**config.mk**
```make
export PLATFORM = sky130hd
export DESIGN_NAME = http_response_deframer_core
export DESIGN_NICKNAME = d
export VERILOG_FILES = /design/src/rtl/core/hdf_pkg.sv /design/src/rtl/core/hdf_front.sv /design/src/rtl/core/hdf_queue.sv /design/src/rtl/core/hdf_back.sv /design/src/rtl/core/http_response_deframer_core.sv
export SDC_FILE = /design/constraint.sdc
export NUM_CORES = 1
export LEC_CHECK = 0
export ABC_AREA = 1
export CAP_MARGIN = 40
export CORE_MARGIN = 5
export CORE_UTILIZATION = 49
export CTS_BUF_LIST = sky130_fd_sc_hd__clkbuf_16
export DETAILED_ROUTE_END_ITERATION = 10
export DONT_BUFFER_PORTS = 1
export REMOVE_ABC_BUFFERS = 1
export SLEW_MARGIN = 0
export SYNTH_ARGS = -nofsm -noshare
export SYNTH_HDL_FRONTEND = slang
export SYNTH_SLANG_ARGS = --single-unit
```
**constraint.sdc**
```tcl
create_clock -name clock -period 9.4 [get_ports clock]
set_input_delay 1.41 -clock clock [delete_from_list [all_inputs] [get_ports clock]]
set_output_delay 1.41 -clock clock [all_outputs]
set_load 0.02 [all_outputs]
```
**src/rtl/core/hdf_pkg.sv**
```systemverilog
`timescale 1ns / 1ps
// Package for the HTTP response deframer: shared constants, types and
// character lookups. Depends on nothing.
package hdf_pkg;

   localparam int LINE_BUFFER_DEF = 128;
   localparam int SIZE_DIGITS_DEF = 8;
   localparam int QUEUE_DEPTH_DEF = 4;

   localparam logic [1:0] CMD_BYTE    = 2'd0;
   localparam logic [1:0] CMD_CLOSE   = 2'd1;
   localparam logic [1:0] CMD_TIMEOUT = 2'd2;
   localparam logic [1:0] CMD_START   = 2'd3;

   localparam logic [0:0] REG_HEAD_REQUEST = 1'b0;

   localparam logic [7:0] CH_CR    = 8'h0D;
   localparam logic [7:0] CH_LF    = 8'h0A;
   localparam logic [7:0] CH_SPACE = 8'h20;
   localparam logic [7:0] CH_COLON = 8'h3A;
   localparam logic [7:0] CH_MINUS = 8'h2D;
   localparam logic [7:0] CH_PLUS  = 8'h2B;

   localparam logic [15:0] STATUS_NO_CONTENT   = 16'd204;
   localparam logic [15:0] STATUS_NOT_MODIFIED = 16'd304;

   localparam int CL_NAME_LEN = 14;
   localparam int TE_NAME_LEN = 17;
   localparam logic [2:0] HTTP_PREFIX_LEN = 3'd5;
   localparam logic [2:0] PREFIX_MISMATCH = 3'd7;
   localparam logic [2:0] CHUNKED_LEN     = 3'd7;

   typedef struct packed {
      logic        has_data;
      logic [7:0]  data;
      logic        has_cmp;
      logic        success;
      logic [15:0] status;
   } res_entry_type;

   function automatic logic [7:0] to_lower(input logic [7:0] c);
      return (c >= 8'h41 && c <= 8'h5A) ? c + 8'd32 : c;
   endfunction

   function automatic logic is_ws(input logic [7:0] c);
      return (c == CH_SPACE) || (c >= 8'd9 && c <= 8'd13);
   endfunction

   function automatic logic [4:0] hex_val(input logic [7:0] c);
      logic [7:0] l;
      l = to_lower(c);
      if (c >= 8'h30 && c <= 8'h39) return {1'b1, c[3:0]};
      if (l >= 8'h61 && l <= 8'h66) return {1'b1, 4'(l - 8'h57)};
      return 5'd0;
   endfunction

   function automatic logic [7:0] http_char(input logic [2:0] i);
      unique case (i)
         3'd0: return 8'h48;
         3'd1: return 8'h54;
         3'd2: return 8'h54;
         3'd3: return 8'h50;
         3'd4: return 8'h2F;
         default: return 8'h00;
      endcase
   endfunction

   function automatic logic [7:0] ck_char(input logic [2:0] i);
      unique case (i)
         3'd0: return 8'h63;
         3'd1: return 8'h68;
         3'd2: return 8'h75;
         3'd3: return 8'h6E;
         3'd4: return 8'h6B;
         3'd5: return 8'h65;
         3'd6: return 8'h64;
         default: return 8'h00;
      endcase
   endfunction

   function automatic logic [7:0] cl_char(input logic [4:0] i);
      unique case (i)
         5'd0: return 8'h63;
         5'd1: return 8'h6F;
         5'd2: return 8'h6E;
         5'd3: return 8'h74;
         5'd4: return 8'h65;
         5'd5: return 8'h6E;
         5'd6: return 8'h74;
         5'd7: return 8'h2D;
         5'd8: return 8'h6C;
         5'd9: return 8'h65;
         5'd10: return 8'h6E;
         5'd11: return 8'h67;
         5'd12: return 8'h74;
         5'd13: return 8'h68;
         default: return 8'h00;
      endcase
   endfunction

   function automatic logic [7:0] te_char(input logic [4:0] i);
      unique case (i)
         5'd0: return 8'h74;
         5'd1: return 8'h72;
         5'd2: return 8'h61;
         5'd3: return 8'h6E;
         5'd4: return 8'h73;
         5'd5: return 8'h66;
         5'd6: return 8'h65;
         5'd7: return 8'h72;
         5'd8: return 8'h2D;
         5'd9: return 8'h65;
         5'd10: return 8'h6E;
         5'd11: return 8'h63;
         5'd12: return 8'h6F;
         5'd13: return 8'h64;
         5'd14: return 8'h69;
         5'd15: return 8'h6E;
         5'd16: return 8'h67;
         default: return 8'h00;
      endcase
   endfunction

endpackage

```
**src/rtl/core/hdf_front.sv**
```systemverilog
`timescale 1ns / 1ps
// Front part of the deframer: parses headers and body framing one word per
// cycle while accept is high and emits a result entry. Depends on hdf_pkg.
module hdf_front #(
   parameter int LINE_BUFFER = hdf_pkg::LINE_BUFFER_DEF,
   parameter int SIZE_DIGITS = hdf_pkg::SIZE_DIGITS_DEF
) (
   input  logic                   clock,
   input  logic                   reset,
   input  logic                   accept,
   input  logic [1:0]             command,
   input  logic [7:0]             data_byte,
   input  logic                   head_request,
   output logic                   push,
   output hdf_pkg::res_entry_type entry
);

   localparam int LC_W = $clog2(LINE_BUFFER);
   localparam int SD_W = $clog2(SIZE_DIGITS + 1);

   typedef enum logic [2:0] {
      ST_HEAD = 3'b001,
      ST_BODY = 3'b010,
      ST_DONE = 3'b100
   } stage_type;

   typedef enum logic [5:0] {
      CP_SIZE    = 6'b000001,
      CP_SIZE_LF = 6'b000010,
      CP_DATA    = 6'b000100,
      CP_DATA_CR = 6'b001000,
      CP_DATA_LF = 6'b010000,
      CP_TRAILER = 6'b100000
   } chunk_phase_type;

   typedef struct packed {
      logic colon;
      logic space;
      logic clbad;
      logic tebad;
      logic neg;
      logic iscl;
      logic iste;
      logic stat;
   } line_flags_type;

   stage_type       stage_ff, stage_in;
   chunk_phase_type phase_ff, phase_in;
   line_flags_type  flags_ff, flags_in;
   logic [LC_W-1:0] lc_ff, lc_in;
   logic            awaiting_ff, awaiting_in;
   logic [2:0]      prefix_ff, prefix_in;
   logic [2:0]      wp_ff, wp_in;
   logic [15:0]     status_ff, status_in;
   logic [31:0]     len_ff, len_in;
   logic            known_ff, known_in;
   logic            chunked_ff, chunked_in;
   logic [31:0]     left_ff, left_in;
   logic [SD_W-1:0] sd_ff, sd_in;

   logic [7:0]  b;
   logic [7:0]  lb;
   logic        dig;
   logic [3:0]  dval;
   logic [15:0] status10;
   logic [35:0] len36;
   logic [31:0] len_sat;
   logic [4:0]  hx;
   logic [4:0]  pidx;

   assign b        = data_byte;
   assign lb       = hdf_pkg::to_lower(data_byte);
   assign dig      = (b >= 8'h30) && (b <= 8'h39);
   assign dval     = b[3:0];
   assign status10 = 16'((status_ff << 3) + (status_ff << 1) + 16'(dval));
   assign len36    = ({4'd0, len_ff} << 3) + ({4'd0, len_ff} << 1) + 36'(dval);
   assign len_sat  = (len36[35:32] != 4'd0) ? 32'hFFFF_FFFF : len36[31:0];
   assign hx       = hdf_pkg::hex_val(b);
   assign pidx     = lc_ff[4:0];

   always_comb begin
      stage_in    = stage_ff;
      phase_in    = phase_ff;
      flags_in    = flags_ff;
      lc_in       = lc_ff;
      awaiting_in = awaiting_ff;
      prefix_in   = prefix_ff;
      wp_in       = wp_ff;
      status_in   = status_ff;
      len_in      = len_ff;
      known_in    = known_ff;
      chunked_in  = chunked_ff;
      left_in     = left_ff;
      sd_in       = sd_ff;
      entry       = '0;
      if (accept) begin
         if (command == hdf_pkg::CMD_START) begin
            stage_in    = ST_HEAD;
            phase_in    = CP_SIZE;
            flags_in    = '0;
            lc_in       = '0;
            awaiting_in = 1'b0;
            prefix_in   = '0;
            wp_in       = '0;
            status_in   = '0;
            len_in      = '0;
            known_in    = 1'b0;
            chunked_in  = 1'b0;
            left_in     = '0;
            sd_in       = '0;
         end else begin
            unique case (stage_ff)
               ST_HEAD: begin
                  if (command != hdf_pkg::CMD_BYTE) begin
                     entry.has_cmp = 1'b1;
                     stage_in = ST_DONE;
                  end else if (awaiting_ff) begin
                     awaiting_in = 1'b0;
                     if (b != hdf_pkg::CH_LF) begin
                        entry.has_cmp = 1'b1;
                        stage_in = ST_DONE;
                     end else if (lc_ff == '0) begin
                        flags_in = '0;
                        wp_in    = '0;
                        sd_in    = '0;
                        phase_in = CP_SIZE;
                        left_in  = '0;
                        if (head_request || status_ff == hdf_pkg::STATUS_NO_CONTENT
                            || status_ff == hdf_pkg::STATUS_NOT_MODIFIED
                            || (!chunked_ff && known_ff && len_ff == '0)) begin
                           entry.has_cmp = 1'b1;
                           entry.success = 1'b1;
                           entry.status  = status_ff;
                           stage_in = ST_DONE;
                        end else begin
                           stage_in = ST_BODY;
                        end
                     end else begin
                        if (prefix_ff == hdf_pkg::HTTP_PREFIX_LEN) begin
                           if (flags_ff.stat && flags_ff.neg) status_in = 16'd0 - status_ff;
                        end else if (flags_ff.iscl) begin
                           if (flags_ff.neg && len_ff != '0) begin
                              known_in = 1'b0;
                              len_in   = '0;
                           end else begin
                              known_in = 1'b1;
                           end
                        end
                        lc_in     = '0;
                        prefix_in = '0;
                        flags_in  = '0;
                        wp_in     = '0;
                     end
                  end else if (b == hdf_pkg::CH_CR) begin
                     awaiting_in = 1'b1;
                  end else if (lc_ff < LC_W'(LINE_BUFFER - 1)) begin
                     lc_in = lc_ff + 1'b1;
                     if (prefix_ff < hdf_pkg::HTTP_PREFIX_LEN) begin
                        prefix_in = (b == hdf_pkg::http_char(prefix_ff)) ?
                                    prefix_ff + 3'd1 : hdf_pkg::PREFIX_MISMATCH;
                     end
                     if (flags_ff.stat || flags_ff.iscl) begin
                        if (wp_ff == 3'd0) begin
                           if (!hdf_pkg::is_ws(b)) begin
                              wp_in = 3'd1;
                              if (b == hdf_pkg::CH_MINUS) begin
                                 flags_in.neg = 1'b1;
                              end else if (b == hdf_pkg::CH_PLUS) begin
                                 wp_in = 3'd1;
                              end else if (!dig) begin
                                 wp_in = 3'd2;
                              end else if (flags_ff.stat) begin
                                 status_in = status10;
                              end else begin
                                 len_in = len_sat;
                              end
                           end
                        end else if (wp_ff != 3'd1 || !dig) begin
                           wp_in = 3'd2;
                        end else if (flags_ff.stat) begin
                           status_in = status10;
                        end else begin
                           len_in = len_sat;
                        end
                     end else if (flags_ff.iste && wp_ff < hdf_pkg::CHUNKED_LEN) begin
                        if (lb == hdf_pkg::ck_char(wp_ff)) begin
                           wp_in = wp_ff + 3'd1;
                           if (wp_ff + 3'd1 == hdf_pkg::CHUNKED_LEN) chunked_in = 1'b1;
                        end else begin
                           wp_in = (lb == hdf_pkg::ck_char(3'd0)) ? 3'd1 : 3'd0;
                        end
                     end
                     if (!flags_ff.space && b == hdf_pkg::CH_SPACE) begin
                        flags_in.space = 1'b1;
                        if (prefix_in == hdf_pkg::HTTP_PREFIX_LEN) begin
                           flags_in.stat = 1'b1;
                           flags_in.neg  = 1'b0;
                           status_in     = '0;
                           wp_in         = '0;
                        end
                     end
                     if (!flags_ff.colon) begin
                        if (b == hdf_pkg::CH_COLON) begin
                           flags_in.colon = 1'b1;
                           if (prefix_in != hdf_pkg::HTTP_PREFIX_LEN) begin
                              if (!flags_ff.clbad && lc_ff == LC_W'(hdf_pkg::CL_NAME_LEN)) begin
                                 flags_in.iscl = 1'b1;
                                 flags_in.neg  = 1'b0;
                                 len_in        = '0;
                                 wp_in         = '0;
                              end else if (!flags_ff.tebad
                                           && lc_ff == LC_W'(hdf_pkg::TE_NAME_LEN)) begin
                                 flags_in.iste = 1'b1;
                                 wp_in         = '0;
                              end
                           end
                        end else begin
                           if (lc_ff >= LC_W'(hdf_pkg::CL_NAME_LEN)
                               || lb != hdf_pkg::cl_char(pidx)) flags_in.clbad = 1'b1;
                           if (lc_ff >= LC_W'(hdf_pkg::TE_NAME_LEN)
                               || lb != hdf_pkg::te_char(pidx)) flags_in.tebad = 1'b1;
                        end
                     end
                  end
               end
               ST_BODY: begin
                  if (command == hdf_pkg::CMD_TIMEOUT) begin
                     entry.has_cmp = 1'b1;
                     entry.status  = status_ff;
                     stage_in = ST_DONE;
                  end else if (command == hdf_pkg::CMD_CLOSE) begin
                     entry.has_cmp = 1'b1;
                     entry.success = !(chunked_ff || known_ff);
                     entry.status  = status_ff;
                     stage_in = ST_DONE;
                  end else if (chunked_ff) begin
                     unique case (phase_ff)
                        CP_SIZE: begin
                           if (b == hdf_pkg::CH_CR) begin
                              phase_in = CP_SIZE_LF;
                           end else if (sd_ff < SD_W'(SIZE_DIGITS)) begin
                              sd_in = sd_ff + 1'b1;
                              case (wp_ff) inside
                                 3'd0, 3'd1: begin
                                    if (wp_ff == 3'd0 && hdf_pkg::is_ws(b)) begin
                                       wp_in = wp_ff;
                                    end else if (wp_ff == 3'd0 && (b == hdf_pkg::CH_MINUS
                                                 || b == hdf_pkg::CH_PLUS)) begin
                                       if (b == hdf_pkg::CH_MINUS) flags_in.neg = 1'b1;
                                       wp_in = 3'd1;
                                    end else if (!hx[4]) begin
                                       wp_in = 3'd3;
                                    end else if (hx[3:0] == 4'd0) begin
                                       left_in = '0;
                                       wp_in   = 3'd4;
                                    end else begin
                                       left_in = {28'd0, hx[3:0]};
                                       wp_in   = 3'd2;
                                    end
                                 end
                                 3'd2, 3'd4: begin
                                    if (wp_ff == 3'd4 && (b == 8'h78 || b == 8'h58)) begin
                                       wp_in = 3'd2;
                                    end else if (!hx[4]) begin
                                       wp_in = 3'd3;
                                    end else begin
                                       left_in = {left_ff[27:0], hx[3:0]};
                                       wp_in   = 3'd2;
                                    end
                                 end
                                 default: wp_in = wp_ff;
                              endcase
                           end
                        end
                        CP_SIZE_LF: begin
                           if (b == hdf_pkg::CH_LF) begin
                              left_in  = flags_ff.neg ? 32'd0 - left_ff : left_ff;
                              sd_in    = '0;
                              wp_in    = '0;
                              flags_in = '0;
                              phase_in = (left_in == '0) ? CP_TRAILER : CP_DATA;
                           end
                        end
                        CP_DATA: begin
                           entry.has_data = 1'b1;
                           entry.data     = b;
                           if (left_ff != '0) left_in = left_ff - 32'd1;
                           if (left_in == '0) phase_in = CP_DATA_CR;
                        end
                        CP_DATA_CR: begin
                           if (b == hdf_pkg::CH_CR) phase_in = CP_DATA_LF;
                        end
                        CP_DATA_LF: begin
                           if (b == hdf_pkg::CH_LF) phase_in = CP_SIZE;
                        end
                        CP_TRAILER: begin
                           if (b == hdf_pkg::CH_LF) begin
                              entry.has_cmp = 1'b1;
                              entry.success = 1'b1;
                              entry.status  = status_ff;
                              stage_in = ST_DONE;
                           end
                        end
                        default: phase_in = phase_ff;
                     endcase
                  end else begin
                     entry.has_data = 1'b1;
                     entry.data     = b;
                     if (known_ff) begin
                        if (len_ff != '0) len_in = len_ff - 32'd1;
                        if (len_in == '0) begin
                           entry.has_cmp = 1'b1;
                           entry.success = 1'b1;
                           entry.status  = status_ff;
                           stage_in = ST_DONE;
                        end
                     end
                  end
               end
               ST_DONE: stage_in = stage_ff;
               default: stage_in = stage_ff;
            endcase
         end
      end
   end

   assign push = entry.has_data || entry.has_cmp;

   always_ff @(posedge clock) begin
      if (reset) begin
         stage_ff    <= ST_HEAD;
         phase_ff    <= CP_SIZE;
         flags_ff    <= '0;
         lc_ff       <= '0;
         awaiting_ff <= 1'b0;
         prefix_ff   <= '0;
         wp_ff       <= '0;
         status_ff   <= '0;
         len_ff      <= '0;
         known_ff    <= 1'b0;
         chunked_ff  <= 1'b0;
         left_ff     <= '0;
         sd_ff       <= '0;
      end else begin
         stage_ff    <= stage_in;
         phase_ff    <= phase_in;
         flags_ff    <= flags_in;
         lc_ff       <= lc_in;
         awaiting_ff <= awaiting_in;
         prefix_ff   <= prefix_in;
         wp_ff       <= wp_in;
         status_ff   <= status_in;
         len_ff      <= len_in;
         known_ff    <= known_in;
         chunked_ff  <= chunked_in;
         left_ff     <= left_in;
         sd_ff       <= sd_in;
      end
   end

   a_done_no_result: assert property (@(posedge clock) disable iff (reset)
      (stage_ff == ST_DONE && command != hdf_pkg::CMD_START) |-> !push)
      else $error("result produced after completion");
   a_cmp_ends: assert property (@(posedge clock) disable iff (reset)
      (accept && entry.has_cmp) |=> stage_ff == ST_DONE)
      else $error("completion did not end the response");
   a_prefix_range: assert property (@(posedge clock) disable iff (reset)
      prefix_ff <= hdf_pkg::HTTP_PREFIX_LEN || prefix_ff == hdf_pkg::PREFIX_MISMATCH)
      else $error("prefix progress out of range");

endmodule

```
**src/rtl/core/hdf_queue.sv**
```systemverilog
`timescale 1ns / 1ps
// Short queue of result entries between the front and back parts.
// Depends on hdf_pkg.
module hdf_queue #(
   parameter int DEPTH = hdf_pkg::QUEUE_DEPTH_DEF
) (
   input  logic                   clock,
   input  logic                   reset,
   input  logic                   push,
   input  hdf_pkg::res_entry_type wr_entry,
   input  logic                   pop,
   output hdf_pkg::res_entry_type rd_entry,
   output logic                   full,
   output logic                   empty
);

   localparam int PTR_W = (DEPTH > 1) ? $clog2(DEPTH) : 1;
   localparam int CNT_W = $clog2(DEPTH + 1);

   hdf_pkg::res_entry_type store_ff [DEPTH];
   logic [PTR_W-1:0] wr_ptr_ff, wr_ptr_in;
   logic [PTR_W-1:0] rd_ptr_ff, rd_ptr_in;
   logic [CNT_W-1:0] count_ff, count_in;
   logic             do_push, do_pop;

   assign full     = (count_ff == CNT_W'(DEPTH));
   assign empty    = (count_ff == '0);
   assign do_push  = push && !full;
   assign do_pop   = pop && !empty;
   assign rd_entry = store_ff[rd_ptr_ff];

   always_comb begin
      wr_ptr_in = wr_ptr_ff;
      rd_ptr_in = rd_ptr_ff;
      if (do_push) wr_ptr_in = (wr_ptr_ff == PTR_W'(DEPTH - 1)) ? '0 : wr_ptr_ff + 1'b1;
      if (do_pop)  rd_ptr_in = (rd_ptr_ff == PTR_W'(DEPTH - 1)) ? '0 : rd_ptr_ff + 1'b1;
      count_in = count_ff + CNT_W'(do_push) - CNT_W'(do_pop);
   end

   always_ff @(posedge clock) begin
      if (do_push) store_ff[wr_ptr_ff] <= wr_entry;
   end

   always_ff @(posedge clock) begin
      if (reset) begin
         wr_ptr_ff <= '0;
         rd_ptr_ff <= '0;
         count_ff  <= '0;
      end else begin
         wr_ptr_ff <= wr_ptr_in;
         rd_ptr_ff <= rd_ptr_in;
         count_ff  <= count_in;
      end
   end

   a_count_bound: assert property (@(posedge clock) disable iff (reset)
      count_ff <= CNT_W'(DEPTH))
      else $error("queue count exceeds depth");
   a_no_overflow: assert property (@(posedge clock) disable iff (reset)
      push |-> !full)
      else $error("push into a full queue");
   a_ptr_match: assert property (@(posedge clock) disable iff (reset)
      empty |-> wr_ptr_ff == rd_ptr_ff)
      else $error("pointers differ on an empty queue");

endmodule

```
**src/rtl/core/hdf_back.sv**
```systemverilog
`timescale 1ns / 1ps
// Back part of the deframer: splits each queued entry into one or two result
// words on the output queue interface. Depends on hdf_pkg.
module hdf_back (
   input  logic                   clock,
   input  logic                   reset,
   input  hdf_pkg::res_entry_type head,
   input  logic                   q_empty,
   output logic                   q_pop,
   output logic                   rsp_empty,
   input  logic                   rsp_pop,
   output logic                   rsp_kind,
   output logic [7:0]             rsp_body_byte,
   output logic                   rsp_success,
   output logic [15:0]            rsp_http_status,
   output logic                   rsp_last
);

   logic sent_ff, sent_in;
   logic show_data;
   logic taken;

   assign show_data = head.has_data && !sent_ff;
   assign taken     = rsp_pop && !q_empty;
   assign rsp_empty = q_empty;

   assign rsp_kind        = !show_data;
   assign rsp_body_byte   = show_data ? head.data : 8'd0;
   assign rsp_success     = show_data ? 1'b0 : head.success;
   assign rsp_http_status = show_data ? 16'd0 : head.status;
   assign rsp_last        = !show_data || !head.has_cmp;

   assign q_pop   = taken && rsp_last;
   assign sent_in = taken ? (show_data && head.has_cmp) : sent_ff;

   always_ff @(posedge clock) begin
      if (reset) begin
         sent_ff <= 1'b0;
      end else begin
         sent_ff <= sent_in;
      end
   end

   a_sent_needs_cmp: assert property (@(posedge clock) disable iff (reset)
      (sent_ff && !q_empty) |-> head.has_cmp)
      else $error("second word pending without a completion");
   a_pop_on_last: assert property (@(posedge clock) disable iff (reset)
      q_pop |=> !sent_ff)
      else $error("split state left set after entry retired");
   a_data_then_cmp: assert property (@(posedge clock) disable iff (reset)
      (taken && !rsp_last) |=> (!q_empty && rsp_kind))
      else $error("completion did not follow its data word");

endmodule

```
**src/rtl/core/http_response_deframer_core.sv**
```systemverilog
`timescale 1ns / 1ps
// HTTP response deframer top level. Depends on hdf_pkg, hdf_front, hdf_queue
// and hdf_back.
// A result word is stored in the registered queue before the rsp_ ports.
// Throughput: one input word per cycle while full is low; the front parser
// updates its state per word; output drains a word per cycle while pop is high.
// Reset is synchronous and clears the parser, the queue and head_request.
module http_response_deframer_core #(
   parameter int LINE_BUFFER = hdf_pkg::LINE_BUFFER_DEF,
   parameter int SIZE_DIGITS = hdf_pkg::SIZE_DIGITS_DEF,
   parameter int QUEUE_DEPTH = hdf_pkg::QUEUE_DEPTH_DEF
) (
   input  logic        clock,
   input  logic        reset,
   input  logic        push,
   output logic        full,
   input  logic [1:0]  req_command,
   input  logic [7:0]  req_data_byte,
   output logic        empty,
   input  logic        pop,
   output logic        rsp_kind,
   output logic [7:0]  rsp_body_byte,
   output logic        rsp_success,
   output logic [15:0] rsp_http_status,
   output logic        rsp_last,
   input  logic        psel,
   input  logic        penable,
   input  logic        pwrite,
   input  logic [2:0]  paddr,
   input  logic [31:0] pwdata,
   output logic [31:0] prdata,
   output logic        pready
);

   logic                   head_request_ff, head_request_in;
   logic                   accept;
   logic                   f_push;
   hdf_pkg::res_entry_type f_entry;
   hdf_pkg::res_entry_type q_head;
   logic                   q_empty;
   logic                   q_pop;
   logic                   reg_hit;

   assign pready  = 1'b1;
   assign reg_hit = (paddr[2] == hdf_pkg::REG_HEAD_REQUEST);
   assign prdata  = reg_hit ? {31'd0, head_request_ff} : 32'd0;
   assign head_request_in = (psel && penable && pwrite && reg_hit) ?
                            pwdata[0] : head_request_ff;

   always_ff @(posedge clock) begin
      if (reset) begin
         head_request_ff <= 1'b0;
      end else begin
         head_request_ff <= head_request_in;
      end
   end

   assign accept = push && !full;

   hdf_front #(
      .LINE_BUFFER(LINE_BUFFER),
      .SIZE_DIGITS(SIZE_DIGITS)
   ) u_front (
      .clock       (clock),
      .reset       (reset),
      .accept      (accept),
      .command     (req_command),
      .data_byte   (req_data_byte),
      .head_request(head_request_ff),
      .push        (f_push),
      .entry       (f_entry)
   );

   hdf_queue #(
      .DEPTH(QUEUE_DEPTH)
   ) u_queue (
      .clock   (clock),
      .reset   (reset),
      .push    (f_push),
      .wr_entry(f_entry),
      .pop     (q_pop),
      .rd_entry(q_head),
      .full    (full),
      .empty   (q_empty)
   );

   hdf_back u_back (
      .clock          (clock),
      .reset          (reset),
      .head           (q_head),
      .q_empty        (q_empty),
      .q_pop          (q_pop),
      .rsp_empty      (empty),
      .rsp_pop        (pop),
      .rsp_kind       (rsp_kind),
      .rsp_body_byte  (rsp_body_byte),
      .rsp_success    (rsp_success),
      .rsp_http_status(rsp_http_status),
      .rsp_last       (rsp_last)
   );

   a_empty_after_reset: assert property (@(posedge clock)
      $past(reset) |-> empty)
      else $error("results present right after reset");
   a_cmp_is_last: assert property (@(posedge clock) disable iff (reset)
      (!empty && rsp_kind) |-> rsp_last)
      else $error("completion word not marked last");
   a_data_fields_clear: assert property (@(posedge clock) disable iff (reset)
      (!empty && !rsp_kind) |-> (!rsp_success && rsp_http_status == 16'd0))
      else $error("data word carries completion fields");

endmodule

```
==> flow_summary_export.csv, run 1 <==
group,metric,value,unit
finish,area_growth,5.98,%
setup_path,rrSetupSlack,4870,ps
synth,synth_top_family_by_area,"simple AND/OR/NAND/NOR gates",
timing,period_share,51.8,%
hold_path,hold_depth,2,
clock_network,htreeDepth,1,
synth,ys.flop_type,"dfxtp_1",
placed_design,gp_congestion,0.974,
route,first_pass_iters,6,
synth,muxShareOfSynthArea,0,%
job,cap_violations,0,
route,drcViolationCount,0,
route,vias,21111,
global_routing,gr-total-overflow,0,
clock_network,cts_resized,0,
timing,worst_slew_pin_slew,887,ps
pwr,ir_drop,149,uV
timing,setup_viol,0,
setup_path,ff2ff_path_depth,21,
finish,layout.nets,3362,
synth,yosysUniqueCellTypes,67,
die,die_area,47400,sq um
timing,relSlewSlack,40.8,%
finish,regArea,6090,sq um
setup_path,criticalPathCategory,"input pin to flip-flop",
pwr,power,4.08,mW
setup_path,endpoint_kind,"flip-flop",
synth,synth_seq_cells,250,
synth,synth-xor-area-share,3.48,%
route,antenna_left,0,
timing,finalHoldViolations,0,
clock_network,clk_latency,590,ps
global_routing,track_usage,26.9,%
route,routed_wl,66200,microns
route,vias_per_cell,5.59,
clock_network,clk_path_buf_depth,3,
die,num_rows,76,
global_routing,grt_max_degree,80,
placed_design,pre_cts_slack,3970,ps
die,io_pins,114,
synth,yosys_warnings,0,
timing,rsz0062_at_grt,"false",
die,die_w,218,microns
global_routing,grt.met2_usage,45.4,%
timing,finalWorstSetupSlack,4530,ps
finish,utilization,52.3,%
global_routing,met3_usage,2.92,%
synth,yosys.area_share.simple,32.0,%
placed_design,hpwlAfterDp,48600,microns
synth,synth_area,21100,sq um
global_routing,antenna_found_initial,0,
finish,nFillCells,4483,
die,core_area,42900,sq um
route,wl_per_cell,17.5,microns
die,initial_core_util,49.3,%
global_routing,grt_pass1_wl,105000,microns
hold_path,hp-class,"flip-flop to flip-flop",
synth,syn_avg_cell_area,6.54,sq um
clock_network,hold_buffers,0,
finish,drive_above_1_share,4.88,%
global_routing,met1_usage,37.2,%
synth,synth_edf_count,108,
synth,synth_adder_area_share,8.46,%
route,first_iter_violations,1706,
global_routing,top_usage_layer,"met2",
hold_path,min_from,"u_front.flags_ff[4]$_SDFFE_PP0P_",
pwr,leakage,10.3,nW
setup_path,worst_ep_arrival_time,5350,ps
synth,syn_inst,3233,
finish,num_antenna_cells,0,
outcome,outcome,"finished clean",
synth,synth-async-reset-ratio,0,%
clock_network,clock-sinks,250,
global_routing,first_global_vias,19887,
timing,drv_slew,0,
synth,synth-compound-area-share,17.0,%
timing,fmax,0.205,GHz
synth,synth_seq_area_share,28.8,%
timing,skew,13.0,ps
clock_network,cts_setup_buffers,0,
timing,setup_tns,0,ps
setup_path,crit_start,"req_data_byte[1]",
pwr,power.density,182,nW/um^2
clock_network,cts_root_buffer,"clkbuf_16",
setup_path,crit_required,9880,ps
die,dieHeight,218,microns
clock_network,clk_pin_slew,60,ps
setup_path,r2r-start,"u_front.len_ff[0]$_SDFFE_PP0P_",
setup_path,reg2reg_to,"u_queue.store_ff[0][5]$_DFFE_PP_",
hold_path,hold-path-endpoint,"u_front.flags_ff[4]$_SDFFE_PP0P_",
finish,multiInputGateArea,13000,sq um
setup_path,worstSetupStartpointType,"input pin",
timing,period_minus_slack,4870,ps
clock_network,cts_made_buffers,30,
setup_path,cp_max_fo,13,
placed_design,port_buffers,0,
clock_network,cts_tree,"built",
-- where the power goes --
part | switching [mW] | internal [mW] | total [mW] | leakage (nW)
clock network | 0.484 | 0.664 | 1.15 | 0.500
registers | 0.0684 | 1.21 | 1.28 | 2.13
logic | 1.21 | 0.439 | 1.65 | 7.71
total | 1.77 | 2.31 | 4.08 | 10.3
-- worst max path at each step --
stage | depth (start not counted) | endpoint
after global routing | 17 | u_front.status_ff[14]$_SDFFE_PP0P_
after floorplan | 9 | u_front.len_ff[27]$_SDFFE_PP0P_
after detailed placement | 17 | u_front.status_ff[14]$_SDFFE_PP0P_
after CTS | 8 | rsp_http_status[5]
after global placement | 17 | u_front.status_ff[14]$_SDFFE_PP0P_
final | 17 | u_front.status_ff[14]$_SDFFE_PP0P_
-- stage by stage --
stage                     hold slack, ps  instance area [sq um]  cells
final                                484                  22400   3779
after global routing                 511                  22400   3779
after CTS                            480                  22400   3779
after detailed placement             468                  21400   3723
after global placement               456                  21300   3717
after floorplan                      441                  20500   3113
-- cell usage in the layout, fill, tap and decap left out, types with 7 or more instances in the layout --
master,Yosys,routed
nand2_1,771,771
nor2_1,455,453
inv_1,346,355
o21ai_0,253,253
a21oi_1,212,212
nand3_1,182,182
dfxtp_1,142,142
ha_1,135,135
edfxtp_1,108,108
nand4_1,66,66
xor2_1,58,58
nor3_1,46,46
o21ai_1,35,35
conb_1,2,32
o211ai_1,30,30
clkbuf_16,0,30
xnor2_1,26,26
o22ai_1,26,26
nor2_2,19,21
buf_4,37,21
a31oi_1,19,19
nand2_2,16,16
inv_2,12,12
o21a_1,10,10
a21oi_2,9,9
clkinv_1,4,9
o31ai_1,9,9
nor2_4,7,7
-- critical path: stages --
cell      delay [ps]
inv_1            420
ha_1             280
inv_1             50
o21ai_0          210
nand2_1           80
nand3_1           70
nand3_1          340
a21oi_2          610
inv_1            370
nor2_1           640
inv_1            260
a21oi_1          170
o21ai_0          120
o211ai_1          90
nand2_1           70
nand2_1           80
a21oi_1           50
-- synth_stat cells (58+ instances only) --
master    instances  area (sq um)
clkbuf_1         77           289
o21ai_0         253          1270
inv_1           346          1300
a21oi_1         212          1060
nand2_1         771          2890
ha_1            135          1690
nand3_1         182           911
edfxtp_1        108          3240
nand4_1          66           413
xor2_1           58           508
dfxtp_1         142          2840
nor2_1          455          1710
-- layout make-up --
class | count | area share [%]
Multi-Input combinational cell | 2496 | 58.0
Sequential cell | 250 | 27.2
Inverter | 367 | 6.19
Clock buffer | 30 | 3.35
Tap cell | 585 | 3.27
Clock inverter | 26 | 1.02
Timing Repair Buffer | 25 | 1.01
-- kinds of logic after synthesis --
group | count (synthesis)
AO/OA/AOI/OAI | 644
XOR/XNOR | 84
adder cells (fa/ha/maj) | 140
buffers and inverters | 517
flip-flops | 250
other | 2
AND/OR/NAND/NOR | 1596
-- registers in the layout (all words and copies together) (netlist names), 4 cells and up, named ones only --
register / count
u_front.flags_ff: 8
u_front.lc_ff: 7
u_front.left_ff: 32
u_front.len_ff: 32
u_front.phase_ff: 6
u_front.sd_ff: 4
u_front.status_ff: 16
u_queue.store_ff: 108
-- routing by layer --
| metal | part of all wire (%) | wire (microns) | up-vias |
|---|---|---|---|
| met2 | 46 | 30600 | 631 |
| met3 | 6.2 | 4140 | 105 |
| met1 | 45 | 29900 | 9852 |
| li1 | - | - | 10523 |
| met4 | 2.4 | 1570 | 0 |
| met5 | 0 | 0 | - |
Power figures use the tool's default switching activity.
==> inputs of run 2 (changes only) <==
Settings changed: ABC_AREA 1 to 0, PLACE_DENSITY from default to 0.66.
Clock period 9.4 ns to 4.3 ns, I/O delays scaled along.
==> run 2 against run 1 <==
Compared with the run above:
- critical path depth decreased by 2
- global-route usage is 1.2 points lower
- core utilization is 1.4 points higher
- synthesized cell count shrank 21%
- area after synthesis shrank 1.9%
- die area shrank 1.8%
- power is 69% higher
==> flow_summary_export.csv, run 2 <==
group,metric,value,unit
synth,yosysMostFrequentCell,"nand2_1",
synth,synth-compound-area-share,22.2,%
global_routing,antenna_found_initial,1,
outcome,outcome,"finished clean",
route,antenna_left,0,
die,num_rows,75,
setup_path,endpoint_kind,"flip-flop",
die,core_area,41900,sq um
synth,synth_common_cells,"224 x nand2_1, 201 x a21oi_1, 192 x nor2_1",
route,wl_per_cell,20.5,microns
clock_network,clock-sinks,250,
synth,muxShareOfSynthArea,4.65,%
synth,synth_top_area_share,15.6,%
die,dieHeight,216,microns
timing,period_share,95.9,%
timing,rsz0062_at_grt,"true",
die,die_area,46600,sq um
synth,synth-xor-area-share,3.92,%
synth,yosysUniqueCellTypes,100,
synth,yosys.area_share.simple,24.9,%
setup_path,criticalPathCategory,"flip-flop to flip-flop",
timing,finalHoldViolations,0,
synth,synth_seq_area_share,29.3,%
synth,yosys_warnings,0,
clock_network,cts_made_buffers,29,
route,vias_per_cell,6.41,
global_routing,gr-total-overflow,0,
timing,drv_slew,0,
finish,drive_above_1_share,10.5,%
synth,synth_adder_area_share,8.62,%
finish,area_growth,8.51,%
placed_design,gp_congestion,0.962,
clock_network,clk_path_buf_depth,3,
hold_path,hp-class,"input pin to flip-flop",
synth,synth_top_family_by_area,"simple AND/OR/NAND/NOR gates",
synth,syn_avg_cell_area,8.15,sq um
timing,fmax,0.242,GHz
timing,worst_slew_pin_slew,763,ps
timing,setup_viol,0,
finish,top_regs,"u_queue.store_ff: 108 flops, u_front.left_ff: 32 flops, u_front.len_ff: 32 flops",
clock_network,htreeDepth,1,
synth,ys.flop_type,"dfxtp_1",
synth,syn_inst,2548,
timing,relSlewSlack,49.1,%
clock_network,cts_root_buffer,"clkbuf_16",
setup_path,ff2ff_path_depth,15,
clock_network,cts_tree,"built",
timing,setup_tns,0,ps
placed_design,port_buffers,0,
die,initial_core_util,49.5,%
synth,yosys.area.top_type,"edfxtp_1",
finish,final_cell_mix,"223 x nand2_1, 200 x a21oi_1, 192 x nor2_1, 179 x o21ai_0, 141 x dfxtp_1",
finish,layout.nets,2693,
route,routed_wl,62900,microns
clock_network,clk_pin_slew,60,ps
pwr,ir_drop,263,uV
pwr,power.density,306,nW/um^2
die,io_pins,114,
clock_network,clk_latency,570,ps
timing,period_minus_slack,4130,ps
synth,synth-async-reset-ratio,0,%
placed_design,hpwlAfterDp,45800,microns
route,first_pass_iters,6,
route,drcViolationCount,0,
synth,synth_top_cells_by_area,"edfxtp_1 16%, dfxtp_1 14%, ha_1 8.1%",
die,die_w,216,microns
setup_path,worstSetupStartpointType,"flip-flop",
setup_path,worst_ep_arrival_time,4580,ps
route,first_iter_violations,1919,
synth,synth_area,20800,sq um
finish,layout_commonest_cell,"nand2_1",
global_routing,first_global_vias,18405,
global_routing,grt_pass1_wl,100000,microns
finish,fin_cells,3063,
placed_design,post-place-cells,3008,
synth,synth_edf_count,108,
finish,nFillCells,3888,
timing,skew,26.1,ps
setup_path,crit_required,4750,ps
route,vias,19648,
pwr,leakage,8.80,nW
hold_path,hold_depth,1,
job,cap_violations,0,
finish,top_register,"u_queue.store_ff",
global_routing,grt_max_degree,105,
finish,largest_reg_flops,108,
setup_path,cp_max_fo,11,
synth,synth_seq_cells,250,
global_routing,track_usage,25.8,%
==> run 2: cell count changes after synthesis, moves of 32 or more <==
cell and delta:
nand2_1 -547, clkbuf_1 +101, inv_1 -278, nor4_1 +55
nor2_1 -263, o21ai_1 -32, o21ai_0 -74, nor2b_1 +33
nor3_1 +53, and2_1 +47, nand3_1 -111, or3_1 +48
==> run 2: worst max-delay path: stages (launching register included) <==
cell,delay (ps)
dfxtp_1,440
or4_1,640
buf_4,220
o31ai_1,230
nand4_1,160
a211o_1,300
nor4_1,260
nand4_1,200
o31ai_1,280
buf_4,190
a21oi_1,90
nor2_1,130
buf_4,130
ha_1,180
fa_1,420
nor2b_1,130
==> run 2: cell families (layout without fill, tap and decap cells) <==
| logic type | count (synthesis) | in the layout |
|---|---|---|
| DFF | 250 | 250 |
| xor gates and xnor gates | 93 | 93 |
| adders and majority gates | 140 | 140 |
| buffers and inverters | 306 | 250 |
| other | 2 | 34 |
| AOI/OAI and AO/OA | 715 | 715 |
| muxes | 62 | 62 |
| and+or+nand+nor | 980 | 980 |
==> run 2: path summary, 6_finish.rpt <==
kind | start | endpoint | slack, ps
min reg2reg | u_front.flags_ff[6]$_SDFFE_PP0P_ | u_front.flags_ff[6]$_SDFFE_PP0P_ | 480
max reg2reg | u_front.len_ff[2]$_SDFFE_PP0P_ | u_queue.count_ff[1]$_SDFF_PP0_ | 170
max | u_front.len_ff[2]$_SDFFE_PP0P_ | u_queue.count_ff[1]$_SDFF_PP0_ | 170
min | reset | u_queue.count_ff[1]$_SDFF_PP0_ | 170
==> run 2: area by class of cell <==
class                   count  area [sq um]  share of cell area [%]
inverters                  74           278                    1.23
well taps                 539           674                    2.99
clock buffers              29           726                    3.22
diodes                      2          5.00                  0.0222
repair buffers            124          1010                    4.48
flip-flops and latches    250          6090                    27.0
multi-input cells        2022         13600                    60.2
clock inverters            23           186                   0.828
==> run 2: through the flow <==
step           power (mW)  hold slack (ps)  cell area [sq um]  setup slack [ps]  util (%)
2_1_floorplan        3.98              438              19800             -1280         -
4_1_cts              6.93              143              22500              77.9      53.6
5_1_grt              7.22              152              22500             -90.2      53.7
6_report             6.88              168              22500               175      53.7
3_3_place_gp         4.49              454              21500              59.9      51.3
3_5_place_dp         4.54              466              21600              8.62      51.4
==> run 2: routing by layer <==
metal  share of wire [%]  GRT usage, %  up-vias  routed length, microns
met5               0.021             0        -                      13
met4                 3.3          8.51        2                    2100
met3                 6.5          3.46      140                    4090
met2                  47          43.2      672                   29600
met1                  43          34.4     9437                   27200
li1                    -             -     9397                       -
==> run 2: what timing repair did <==
action,in CTS,in global routing
resized for setup,0,7
setup endpoints to repair,0,119
setup buffers,0,1
hold buffers,0,0
==> run 2: power breakdown <==
group	total, mW	switching (mW)	leakage, nW	internal, mW
logic	1.84	1.14	6.21	0.699
registers	2.66	0.0797	2.14	2.58
clock network	2.38	1.03	0.449	1.35
==> inputs of run 3 (changes only) <==
Settings changed: CORE_UTILIZATION 49 to 39, PLACE_DENSITY 0.66 to default.
==> run 3 against run 2 <==
Compared with the run above:
- first-iteration DRC count down 13%
- setup slack better by 69 ps
- sequential power about the same
- die area up 24%
- worst hold slack improved by 17 ps
- via count down 0.53%
- count of clock-buffer cells in the layout is the same
- wire length grew 2.8%
- critical path type unchanged
- largest power group unchanged
==> flow_summary_export.csv, run 3 (same netlist as run 2, synthesis figures left out) <==
group,metric,value,unit
outcome,outcome,"finished clean",
die,io_pins,114,
finish,top_regs,"u_queue.store_ff: 108 flops, u_front.left_ff: 32 flops, u_front.len_ff: 32 flops",
setup_path,worst_ep_arrival_time,4500,ps
global_routing,antenna_found_initial,1,
die,die_w,241,microns
setup_path,crit_start,"u_front.len_ff[14]$_SDFFE_PP0P_",
setup_path,cp_max_fo,6,
die,die_area,57900,sq um
global_routing,track_usage,21.5,%
die,dieHeight,241,microns
clock_network,clk_latency,570,ps
placed_design,pre_cts_slack,-7.79,ps
route,first_iter_violations,1671,
timing,period_share,94.3,%
setup_path,endpoint_kind,"flip-flop",
clock_network,htreeDepth,1,
placed_design,port_buffers,0,
finish,top_register,"u_queue.store_ff",
timing,relSlewSlack,44.9,%
global_routing,grt_max_degree,105,
setup_path,reg2reg_to,"u_queue.count_ff[1]$_SDFF_PP0_",
clock_network,clk_path_buf_depth,3,
setup_path,rrSetupSlack,240,ps
finish,area_growth,9.94,%
route,drcViolationCount,0,
pwr,p_int,4.65,mW
clock_network,clk_pin_slew,60,ps
setup_path,ff2ff_path_depth,16,
finish,layout_commonest_cell,"nand2_1",
setup_path,worstSetupStartpointType,"flip-flop",
timing,skew,21.6,ps
route,vias,19543,
route,antenna_left,0,
die,num_rows,84,
finish,drive_above_1_share,11.1,%
clock_network,clock-sinks,250,
clock_network,cts_made_buffers,29,
clock_network,cts_root_buffer,"clkbuf_16",
finish,num_antenna_cells,0,
pwr,power,6.96,mW
global_routing,gr-total-overflow,0,
timing,fmax,0.247,GHz
pwr,switching_share,33.2,%
finish,utilization,43.3,%
job,cap_violations,0,
hold_path,hold_depth,1,
pwr,power.density,305,nW/um^2
setup_path,r2r-start,"u_front.len_ff[14]$_SDFFE_PP0P_",
die,initial_core_util,39.4,%
timing,finalWorstSetupSlack,244,ps
setup_path,crit_required,4740,ps
route,wl_per_cell,20.1,microns
hold_path,hp-class,"input pin to flip-flop",
timing,hold_ws,185,ps
placed_design,hpwlAfterDp,47200,microns
timing,setup_viol,0,
finish,final_cell_mix,"223 x nand2_1, 200 x a21oi_1, 192 x nor2_1, 179 x o21ai_0, 140 x dfxtp_1",
timing,worst_slew_pin_slew,825,ps
pwr,comb_power_share,26.8,%
route,routed_wl,64700,microns
timing,drv_slew,0,
finish,largest_reg_flops,108,
finish,layout.nets,2705,
die,core_area,52700,sq um
setup_path,endpoint,"u_queue.count_ff[1]$_SDFF_PP0_",
timing,period_minus_slack,4060,ps
global_routing,first_global_vias,18783,
placed_design,gp_congestion,0.934,
route,vias_per_cell,6.06,
global_routing,grt_pass1_wl,103000,microns
timing,rsz0062_at_grt,"false",
pwr,ir_drop,274,uV
setup_path,criticalPathCategory,"flip-flop to flip-flop",
timing,finalHoldViolations,0,
clock_network,cts_tree,"built",
pwr,p_seq_share,38.2,%
pwr,p_clk_share,35.0,%
route,first_pass_iters,5,
pwr,leakage,8.87,nW
pwr,power_switching,2.31,mW
## run 3: cell types whose count changed in the layout (fill, tap and decap cells not counted), moves of 2 or more
| cell | change |
|---|---|
| diode_2 | -2 |
| buf_4 | +14 |
| clkinv_1 | -3 |
| clkinvlp_2 | +2 |
| inv_6 | -3 |
| inv_8 | +2 |
| clkinv_4 | +2 |
## run 3: critical path, stage by stage (launching register included)
cell and delay, ps:
dfxtp_1 380, or4_1 620, nor4_2 290, buf_4 190, nand3_1 140, buf_4 200, nor3_1 220, a211o_1 150
o2111ai_1 250, o31ai_2 280, buf_4 180, a21oi_1 80, nor2_1 120, buf_4 130, ha_1 160, fa_1 410
nor2b_1 140
## run 3: area by class of cell
cell class | instances | area, sq um
multi-input combinational | 2022 | 13600
fill | 5206 | 29800
inverter | 74 | 278
timing repair buffer | 136 | 1090
sequential | 250 | 6090
tap | 688 | 861
clock inverter | 24 | 205
clock buffer | 29 | 726
## run 3: timing repair
| action | CTS | global route |
|---|---|---|
| endpoints found under the setup margin | 0 | 115 |
| buffers inserted | 0 | 0 |
| resized for setup | 0 | 9 |
| hold buffers | 0 | 0 |
## run 3: stage by stage
stage,TNS (ps),instance area [sq um],instances
floorplan,-172140,19800,2346
global placement,-14.5,21800,3168
detailed placement,-13.9,21800,3170
CTS,0,22800,3223
global route,0,22800,3223
finish,0,22800,3223
## run 3: per-layer routing
layer	up-vias	wire, microns	GRT usage [%]
met5	-	9	0
met4	2	1690	5.95
met3	118	4250	3.04
met2	678	29900	35.8
met1	9327	28800	29.5
li1	9418	-	-
## run 3: how the worst min path moves through the flow
stage                                startpoint                                to  slack, ps
3_5_place_dp   u_front.flags_ff[5]$_SDFFE_PP0P_  u_front.flags_ff[5]$_SDFFE_PP0P_        470
6_report                                  reset  u_front.left_ff[10]$_SDFFE_PP0P_        180
3_3_place_gp   u_front.flags_ff[6]$_SDFFE_PP0P_  u_front.flags_ff[6]$_SDFFE_PP0P_        450
5_1_grt                                   reset  u_front.left_ff[10]$_SDFFE_PP0P_        150
2_1_floorplan  u_front.flags_ff[6]$_SDFFE_PP0P_  u_front.flags_ff[6]$_SDFFE_PP0P_        440
4_1_cts                                   reset  u_front.left_ff[13]$_SDFFE_PP0P_        150
## run 3: power by group through the flow
stage          registers (mW)  logic, mW  clock network (mW)
2_1_floorplan            2.74       1.25                   0
3_3_place_gp             2.71       1.81                   0
3_5_place_dp             2.71       1.84                   0
5_1_grt                  2.68       2.04                2.59
4_1_cts                  2.66       1.85                2.49
6_report                 2.66       1.86                2.44
